### src/design/gpb_pkg.sv
// Shared types, register codes and helpers for the GPIO port register block.
// No dependencies.
package gpb_pkg;

   localparam int unsigned PIN_COUNT_DEFAULT = 16;
   localparam int unsigned PIN_W       = 16;
   localparam int unsigned DATA_W      = 32;
   localparam int unsigned SEL_W       = 3;
   localparam int unsigned REQ_TDATA_W = 48;
   localparam int unsigned REQ_TUSER_W = 4;
   localparam int unsigned RSP_TDATA_W = 56;

   localparam logic [DATA_W-1:0] CFG_RESET = 32'h4444_4444;

   // access kind
   localparam logic KIND_READ  = 1'b0;
   localparam logic KIND_WRITE = 1'b1;

   // register select codes
   localparam logic [SEL_W-1:0] SEL_CFG_LOW  = 3'd0;
   localparam logic [SEL_W-1:0] SEL_CFG_HIGH = 3'd1;
   localparam logic [SEL_W-1:0] SEL_INPUT    = 3'd2;
   localparam logic [SEL_W-1:0] SEL_OUTPUT   = 3'd3;
   localparam logic [SEL_W-1:0] SEL_SET_RST  = 3'd4;
   localparam logic [SEL_W-1:0] SEL_RESET    = 3'd5;
   localparam logic [SEL_W-1:0] SEL_LOCK     = 3'd6;

   typedef struct packed {
      logic              kind;
      logic [SEL_W-1:0]  reg_sel;
      logic [DATA_W-1:0] write_data;
      logic [PIN_W-1:0]  pin_levels;
   } req_item_type;

   typedef struct packed {
      logic [DATA_W-1:0] read_data;
      logic [PIN_W-1:0]  output_levels;
      logic              locked;
      logic              bad_access;
   } rsp_item_type;

   // Merge a config write into one word of eight 4-bit pin fields.
   // hi_word picks pins 8-15; fields of absent or frozen pins keep old.
   function automatic logic [DATA_W-1:0] cfg_merge(
      input logic [DATA_W-1:0] old_word,
      input logic [DATA_W-1:0] data,
      input logic              hi_word,
      input logic              key,
      input logic [PIN_W-1:0]  lock_mask,
      input logic [PIN_W-1:0]  pin_mask
   );
      logic [DATA_W-1:0] res;
      logic [3:0]        pin;
      res = old_word;
      for (int i = 0; i < 8; i++) begin
         pin = {hi_word, 3'(i)};
         if (pin_mask[pin] && !(key && lock_mask[pin])) begin
            res[4*i +: 4] = data[4*i +: 4];
         end
      end
      return res;
   endfunction

endpackage

### src/design/gpb_in_stage.sv
// Input register of the GPIO port register block: holds one accepted item.
// Depends on gpb_pkg.
module gpb_in_stage (
   input  logic                 clock,
   input  logic                 reset,
   input  logic                 in_valid,
   output logic                 in_ready,
   input  gpb_pkg::req_item_type in_item,
   input  logic                 advance,
   output logic                 held_valid,
   output gpb_pkg::req_item_type held_item
);
   import gpb_pkg::*;

   logic         valid_ff, valid_in;
   req_item_type item_ff;

   assign in_ready = !valid_ff || advance;

   always_comb begin
      if (in_valid && in_ready) begin
         valid_in = 1'b1;
      end else if (advance) begin
         valid_in = 1'b0;
      end else begin
         valid_in = valid_ff;
      end
   end

   always_ff @(posedge clock) begin
      if (reset) begin
         valid_ff <= 1'b0;
      end else begin
         valid_ff <= valid_in;
      end
   end

   always_ff @(posedge clock) begin
      if (in_valid && in_ready) begin
         item_ff <= in_item;
      end
   end

   assign held_valid = valid_ff;
   assign held_item  = item_ff;

endmodule

### src/design/gpb_core.sv
// Register file and access logic of the GPIO port: config words, output
// latch and lock sequencer. Depends on gpb_pkg.
module gpb_core #(
   parameter int unsigned PIN_COUNT = gpb_pkg::PIN_COUNT_DEFAULT
) (
   input  logic                  clock,
   input  logic                  reset,
   input  logic                  fire,
   input  gpb_pkg::req_item_type item,
   output gpb_pkg::rsp_item_type result
);
   import gpb_pkg::*;

   localparam logic [1:0] LOCK_IDLE = 2'd0;
   localparam logic [1:0] LOCK_ONE  = 2'd1;
   localparam logic [1:0] LOCK_TWO  = 2'd2;

   logic [DATA_W-1:0] cfg_low_ff, cfg_low_in;
   logic [DATA_W-1:0] cfg_high_ff, cfg_high_in;
   logic [PIN_W-1:0]  out_latch_ff, out_latch_in;
   logic [PIN_W-1:0]  lock_mask_ff, lock_mask_in;
   logic              lock_key_ff, lock_key_in;
   logic [1:0]        lock_step_ff, lock_step_in;

   logic [PIN_W-1:0]  pin_mask;
   logic [PIN_W-1:0]  wr_lo;
   logic [PIN_W-1:0]  wr_hi;
   logic              key_bit;
   logic              same_mask;
   logic [DATA_W-1:0] rd;
   logic              bad;

   always_comb begin
      for (int i = 0; i < PIN_W; i++) begin
         pin_mask[i] = (i < PIN_COUNT);
      end
   end

   assign wr_lo     = item.write_data[PIN_W-1:0];
   assign wr_hi     = item.write_data[2*PIN_W-1:PIN_W];
   assign key_bit   = item.write_data[PIN_W];
   assign same_mask = (wr_lo & pin_mask) == lock_mask_ff;

   always_comb begin
      cfg_low_in   = cfg_low_ff;
      cfg_high_in  = cfg_high_ff;
      out_latch_in = out_latch_ff;
      lock_mask_in = lock_mask_ff;
      lock_key_in  = lock_key_ff;
      lock_step_in = lock_step_ff;
      rd           = '0;
      bad          = 1'b0;
      if (item.kind == KIND_READ) begin
         unique case (item.reg_sel)
            SEL_CFG_LOW:  rd = cfg_low_ff;
            SEL_CFG_HIGH: rd = cfg_high_ff;
            SEL_INPUT:    rd = {{(DATA_W-PIN_W){1'b0}}, item.pin_levels & pin_mask};
            SEL_OUTPUT:   rd = {{(DATA_W-PIN_W){1'b0}}, out_latch_ff};
            SEL_LOCK:     rd = {{(DATA_W-PIN_W-1){1'b0}}, lock_key_ff, lock_mask_ff};
            default:      rd = '0;   // write-only and unused selects
         endcase
      end else begin
         unique case (item.reg_sel)
            SEL_CFG_LOW: cfg_low_in = cfg_merge(cfg_low_ff, item.write_data, 1'b0,
                                                lock_key_ff, lock_mask_ff, pin_mask);
            SEL_CFG_HIGH: cfg_high_in = cfg_merge(cfg_high_ff, item.write_data, 1'b1,
                                                  lock_key_ff, lock_mask_ff, pin_mask);
            SEL_INPUT:   bad = 1'b1;
            SEL_OUTPUT:  out_latch_in = wr_lo & pin_mask;
            // set wins over reset for the same pin
            SEL_SET_RST: out_latch_in = ((out_latch_ff & ~wr_hi) | wr_lo) & pin_mask;
            SEL_RESET:   out_latch_in = out_latch_ff & ~wr_lo & pin_mask;
            SEL_LOCK: begin
               if (!lock_key_ff) begin
                  lock_mask_in = wr_lo & pin_mask;
                  if (lock_step_ff == LOCK_ONE && !key_bit && same_mask) begin
                     lock_step_in = LOCK_TWO;
                  end else if (lock_step_ff == LOCK_TWO && key_bit && same_mask) begin
                     lock_key_in  = 1'b1;
                     lock_step_in = LOCK_IDLE;
                  end else begin
                     lock_step_in = key_bit ? LOCK_ONE : LOCK_IDLE;
                  end
               end
            end
            default: ;
         endcase
      end
   end

   always_ff @(posedge clock) begin
      if (reset) begin
         cfg_low_ff   <= CFG_RESET;
         cfg_high_ff  <= CFG_RESET;
         out_latch_ff <= '0;
         lock_mask_ff <= '0;
         lock_key_ff  <= 1'b0;
         lock_step_ff <= LOCK_IDLE;
      end else if (fire) begin
         cfg_low_ff   <= cfg_low_in;
         cfg_high_ff  <= cfg_high_in;
         out_latch_ff <= out_latch_in;
         lock_mask_ff <= lock_mask_in;
         lock_key_ff  <= lock_key_in;
         lock_step_ff <= lock_step_in;
      end
   end

   assign result.read_data     = rd;
   assign result.output_levels = out_latch_in;
   assign result.locked        = lock_key_in;
   assign result.bad_access    = bad;

endmodule

### src/design/gpb_out_stage.sv
// Result register of the GPIO port register block.
// Depends on gpb_pkg.
module gpb_out_stage (
   input  logic                  clock,
   input  logic                  reset,
   input  logic                  load,
   input  gpb_pkg::rsp_item_type load_item,
   output logic                  free,
   output logic                  out_valid,
   input  logic                  out_ready,
   output gpb_pkg::rsp_item_type out_item
);
   import gpb_pkg::*;

   logic         valid_ff, valid_in;
   rsp_item_type item_ff;

   assign free = !valid_ff || out_ready;

   always_comb begin
      if (load) begin
         valid_in = 1'b1;
      end else if (out_ready) begin
         valid_in = 1'b0;
      end else begin
         valid_in = valid_ff;
      end
   end

   always_ff @(posedge clock) begin
      if (reset) begin
         valid_ff <= 1'b0;
      end else begin
         valid_ff <= valid_in;
      end
   end

   always_ff @(posedge clock) begin
      if (load) begin
         item_ff <= load_item;
      end
   end

   assign out_valid = valid_ff;
   assign out_item  = item_ff;

endmodule

### src/design/gpio_port_register_block_top.sv
// Top level of the GPIO port register block: input register, access logic,
// result register. Depends on gpb_pkg, gpb_in_stage, gpb_core, gpb_out_stage.
//
//   channel | dir | tdata (low bit up)                          | tuser
//   req     | in  | write_data[31:0], pin_levels[47:32]         | kind[0], reg_sel[3:1]
//   rsp     | out | read_data[31:0], output_levels[47:32],      | -
//           |     | locked[48], bad_access[49], zero[55:50]     |
//
// One item per cycle sustained while rsp_tready is high; an item's result shows on
// rsp_tvalid once it has passed from acceptance through the input register and
// then the result register.
// The register file is updated as the item moves from the input register into
// the result register, so back-to-back accesses see each other's writes.
// A stalled result holds both registers; req_tready drops only when both are
// full and rsp_tready is low.
// Synchronous reset restores config words to 0x44444444, clears latch and lock.
module gpio_port_register_block_top #(
   parameter int unsigned PIN_COUNT = gpb_pkg::PIN_COUNT_DEFAULT
) (
   input  logic                            clock,
   input  logic                            reset,
   input  logic                            req_tvalid,
   output logic                            req_tready,
   // write_data[31:0], pin_levels[47:32]
   input  logic [gpb_pkg::REQ_TDATA_W-1:0] req_tdata,
   // kind[0], reg_sel[3:1]
   input  logic [gpb_pkg::REQ_TUSER_W-1:0] req_tuser,
   output logic                            rsp_tvalid,
   input  logic                            rsp_tready,
   // read_data[31:0], output_levels[47:32], locked[48], bad_access[49]
   output logic [gpb_pkg::RSP_TDATA_W-1:0] rsp_tdata
);
   import gpb_pkg::*;

   req_item_type req_item;
   req_item_type held_item;
   rsp_item_type core_result;
   rsp_item_type rsp_item;
   logic         held_valid;
   logic         out_free;
   logic         fire;

   assign req_item.kind       = req_tuser[0];
   assign req_item.reg_sel    = req_tuser[SEL_W:1];
   assign req_item.write_data = req_tdata[DATA_W-1:0];
   assign req_item.pin_levels = req_tdata[DATA_W+PIN_W-1:DATA_W];

   // item moves from input register to result register this cycle
   assign fire = held_valid && out_free;

   gpb_in_stage u_in_stage (
      .clock      (clock),
      .reset      (reset),
      .in_valid   (req_tvalid),
      .in_ready   (req_tready),
      .in_item    (req_item),
      .advance    (out_free),
      .held_valid (held_valid),
      .held_item  (held_item)
   );

   gpb_core #(
      .PIN_COUNT (PIN_COUNT)
   ) u_core (
      .clock  (clock),
      .reset  (reset),
      .fire   (fire),
      .item   (held_item),
      .result (core_result)
   );

   gpb_out_stage u_out_stage (
      .clock     (clock),
      .reset     (reset),
      .load      (fire),
      .load_item (core_result),
      .free      (out_free),
      .out_valid (rsp_tvalid),
      .out_ready (rsp_tready),
      .out_item  (rsp_item)
   );

   assign rsp_tdata = {{(RSP_TDATA_W-DATA_W-PIN_W-2){1'b0}},
                       rsp_item.bad_access, rsp_item.locked,
                       rsp_item.output_levels, rsp_item.read_data};

endmodule

### config.mk
export PLATFORM = sky130hd
export DESIGN_NAME = gpio_port_register_block_top
export DESIGN_NICKNAME = d
export VERILOG_FILES = /design/src/design/gpb_pkg.sv /design/src/design/gpb_in_stage.sv /design/src/design/gpb_core.sv /design/src/design/gpb_out_stage.sv /design/src/design/gpio_port_register_block_top.sv
export SDC_FILE = /design/constraint.sdc
export NUM_CORES = 1
export LEC_CHECK = 0
export BUFFER_PORTS_ARGS = -buffer_cell sky130_fd_sc_hd__buf_2
export CAP_MARGIN = 0
export CORE_AREA = 2 2 152 154
export DETAILED_ROUTE_END_ITERATION = 16
export DIE_AREA = 0 0 154 156
export PLACE_DENSITY_LB_ADDON = 0.2
export SYNTH_ARGS = -nofsm -noshare
export SYNTH_HDL_FRONTEND = slang
export SYNTH_SLANG_ARGS = --single-unit
### constraint.sdc
create_clock -name clock -period 6.3 [get_ports clock]
set_input_delay 0.315 -clock clock [delete_from_list [all_inputs] [get_ports clock]]
set_output_delay 0.315 -clock clock [all_outputs]
set_load 0.02 [all_outputs]
==> key figures <==
Hold path
  • WHS Path Cells: 3
  • Worst Hold Class: primary input to flop

Drt
  • Final wirelength: 24.9 mm
  • Wire length per cell: 19.6 um
  • Post-DRT Antenna Nets: 0
  • Vias: 6,923
  • Iter 0 DRT Violations: 625
  • Via density: 5.44
  • DRT Pass-1 Iters: 5
  • DRC violations left: 0

Synthesis
  • Sequential-to-total area share from yosys stat: 57.9%
  • Post-Synth Simple-Gate Area: 14.2%
  • Syn Inst Count: 836
  • Cell area after synthesis: 8780 sq um
  • Synth unique cells: 45
  • EDFF count, synth: 102
  • Post-synthesis mux area share: 5.83%
  • Post-Synth XOR/XNOR Area: 1.60%
  • Number of synthesized register bits: 203
  • Largest family of logic cells by synthesized area: compound AO/OA/AOI/OAI gates
  • Synth warn: 0
  • Adder-cell share of the synthesized area: 0%
  • Fraction of registers with async set/reset: 0%
  • Main synth FF type: edfxtp_1
  • Compound-Gate Fraction of Synth Area: 16.3%
  • Post-Syn Area per Cell: 10.5 sq um

STA
  • Slew HR: 14.5%
  • FMAX: 359 MHz
  • Post-route clock period utilization: 44.2%
  • Unrepaired setup endpoints after global routing: no
  • Final Max Tran Viols: 0
  • Fin crit period: 2.79 ns
  • Clock Skew: 0.00809 ns
  • Slew @ Worst Pin: 1.28 ns
  • Final hold viol count: 0
  • Final Setup Violations: 0
  • Setup_tns: 0 ns

Global routing
  • Tot GR Track Use: 20.5%
  • Antenna violations before repair: 0
  • Global route overflow: 0
  • Largest net degree at the start of global routing: 84
  • First-pass GRT wire length: 38.3 mm
  • Number of global-route vias before repair: 6,601

Worst setup path
  • CP Launch Type: flop
  • Critical path required time: 6.65 ns
  • Reg2reg setup slack: 3.51 ns
  • Critical Path AT: 3.13 ns
  • Worst-path maximum fanout: 57
  • Worst setup path class: flop to flop
  • FF-to-FF path depth: 4
  • Crit end category: flop

Power
  • Sw Ratio: 22.6%
  • Power Density: 295 nW/um^2
  • Clock Power Share: 45.9%
  • Maximum VDD drop: 0.153 mV
  • Internal: 2.46 mW
  • Switching power: 720 uW
  • Combinational share of power: 7.4%
  • Leakage: 3.99 nW
  • Part of the power in registers: 46.7%

Layout
  • Final Instance Area: 10,800 sq um
  • Synth-to-Final Area Change: 23.1%
  • Layout cells sized above 1: 18.4%
  • Most frequent cells in the layout: buf_2 (107), edfxtp_1 (102), dfxtp_1 (101)
  • Multi-input logic area: 3350 sq um
  • Layout Nets: 1,027
  • Reg area: 5080 sq um
  • Filler Cells Inserted: 2,099
  • Most common cell after layout, fill and taps aside: buf_2
  • Diode count: 0

Place
  • PortBufs: 107
  • Placed cell area: 9460 sq um
  • GPL Wtd Cong: 0.818
  • DP HPWL: 15.9 mm

Clocking
  • Post-CTS setup buffers: 0
  • Num CTS Buffers: 23
  • Clock slew at reported path FFs: 0.06 ns
  • Max Buffers Root-to-Sink: 3
  • CTS tree: done
  • Root buf cell: clkbuf_16
  • Clock latency on the worst-skew pair: 0.50 ns
  • H-Tree Level Count: 1
  • Sink Count: 203

Floorplanning
  • Die Ht: 156 um
  • DIE WIDTH: 154 um
  • Starting Density: 39.3%
  • DIE AREA: 24,000 sq um
  • Number of I/O pins: 114
  • # rows: 55
  • Placeable Area: 22,400 sq um

Status
  • Status: complete, no violations

Job
  • Max_cap viols: 0
-- cell families after synthesis --
family | after synthesis
and+or+nand+nor | 260
AOI/OAI and AO/OA | 233
DFF | 203
buffers and inverters | 74
muxes | 49
xor gates and xnor gates | 16
other | 1
-- layout make-up --
class,instances,area share (%)
Clock buffer,26,5.52
Clock inverter,15,2.11
Inverter,6,0.208
Multi-Input combinational cell,564,31.0
Sequential cell,203,47.1
Tap cell,285,3.30
Timing Repair Buffer,173,10.7
-- timing repair --
item,in CTS,in global routing
resized for setup,0,0
hold endpoints to repair,52,0
hold buffers,52,0
endpoints found under the setup margin,0,0
-- per-stage QoR --
step / total power, mW / std cells / setup WS [ns] / utilization [%] / hold WS (ns)
after floorplan: 1.64 / 841 / 3.37 / - / 0.414
after global placement: 1.72 / 1179 / 3.63 / 42.3 / 0.450
after detailed placement: 1.72 / 1179 / 3.53 / 42.3 / 0.456
after CTS: 3.21 / 1272 / 3.52 / 48.3 / 0.0190
after global routing: 3.29 / 1272 / 3.26 / 48.3 / 0.0621
final: 3.18 / 1272 / 3.51 / 48.3 / 0.0397
-- worst paths after layout --
path,to,start
max,u_out_stage.out_item[29],u_in_stage.held_item[48]
min,u_in_stage.held_valid,req_tvalid
max reg2reg,u_out_stage.out_item[29],u_in_stage.held_item[48]
min reg2reg,u_core.lock_step_ff[1],u_core.lock_step_ff[1]
-- routing by layer --
layer	routed length, um	track usage, %	up-vias	share of wire, %
met5	0	0	-	0
met4	414	4.81	0	1.7
met3	1490	2.81	33	6.0
met2	11500	32.8	229	46
met1	11500	29.6	3340	46
li1	-	-	3321	-
-- worst max-delay path, cell delays in order, from the launching register on --
cell	delay (ns)
edfxtp_1	0.38
buf_4	0.37
nor2b_1	1.11
o21ai_2	0.44
nor2_1	0.23
-- synthesized netlist by cell type, types with 2 or more instances --
| cell type | instances | area [sq um] |
|---|---|---|
| a21oi_1 | 82 | 410 |
| a22o_1 | 16 | 140 |
| a2bb2oi_1 | 32 | 280 |
| a311oi_1 | 16 | 140 |
| and2_1 | 17 | 106 |
| buf_1 | 3 | 11.3 |
| buf_2 | 20 | 100 |
| buf_4 | 11 | 82.6 |
| buf_6 | 3 | 33.8 |
| clkbuf_1 | 31 | 116 |
| dfxtp_1 | 101 | 2020 |
| edfxtp_1 | 102 | 3060 |
| inv_1 | 5 | 18.8 |
| mux2_2 | 16 | 180 |
| mux2i_1 | 32 | 320 |
| nand2_1 | 83 | 312 |
| nand3_1 | 81 | 405 |
| nand4_1 | 4 | 25.0 |
| nor2_1 | 52 | 195 |
| nor2b_1 | 5 | 31.3 |
| nor3_1 | 2 | 10.0 |
| nor4_1 | 4 | 25.0 |
| o21ai_0 | 68 | 340 |
| o21ai_1 | 14 | 70.1 |
| xor2_1 | 16 | 140 |
-- sequential cells by signal, indices dropped and copies added, names as in the netlist --
register and count:
u_core.cfg_low_ff 32, u_core.out_latch_ff 16, u_core.cfg_high_ff 32, u_core.lock_mask_ff 16
u_core.lock_key_ff 1, u_in_stage.held_item 52, u_out_stage.out_item 50, u_core.lock_step_ff 2
u_in_stage.held_valid 1, u_out_stage.out_valid 1
-- power by group through the flow --
stage | clock (mW) | combinational, mW | sequential, mW
after global routing | 1.55 | 0.257 | 1.49
after floorplan | 0 | 0.128 | 1.51
final | 1.46 | 0.236 | 1.49
after detailed placement | 0 | 0.211 | 1.51
after CTS | 1.49 | 0.237 | 1.49
after global placement | 0 | 0.210 | 1.51
Power figures use the tool's default switching activity.
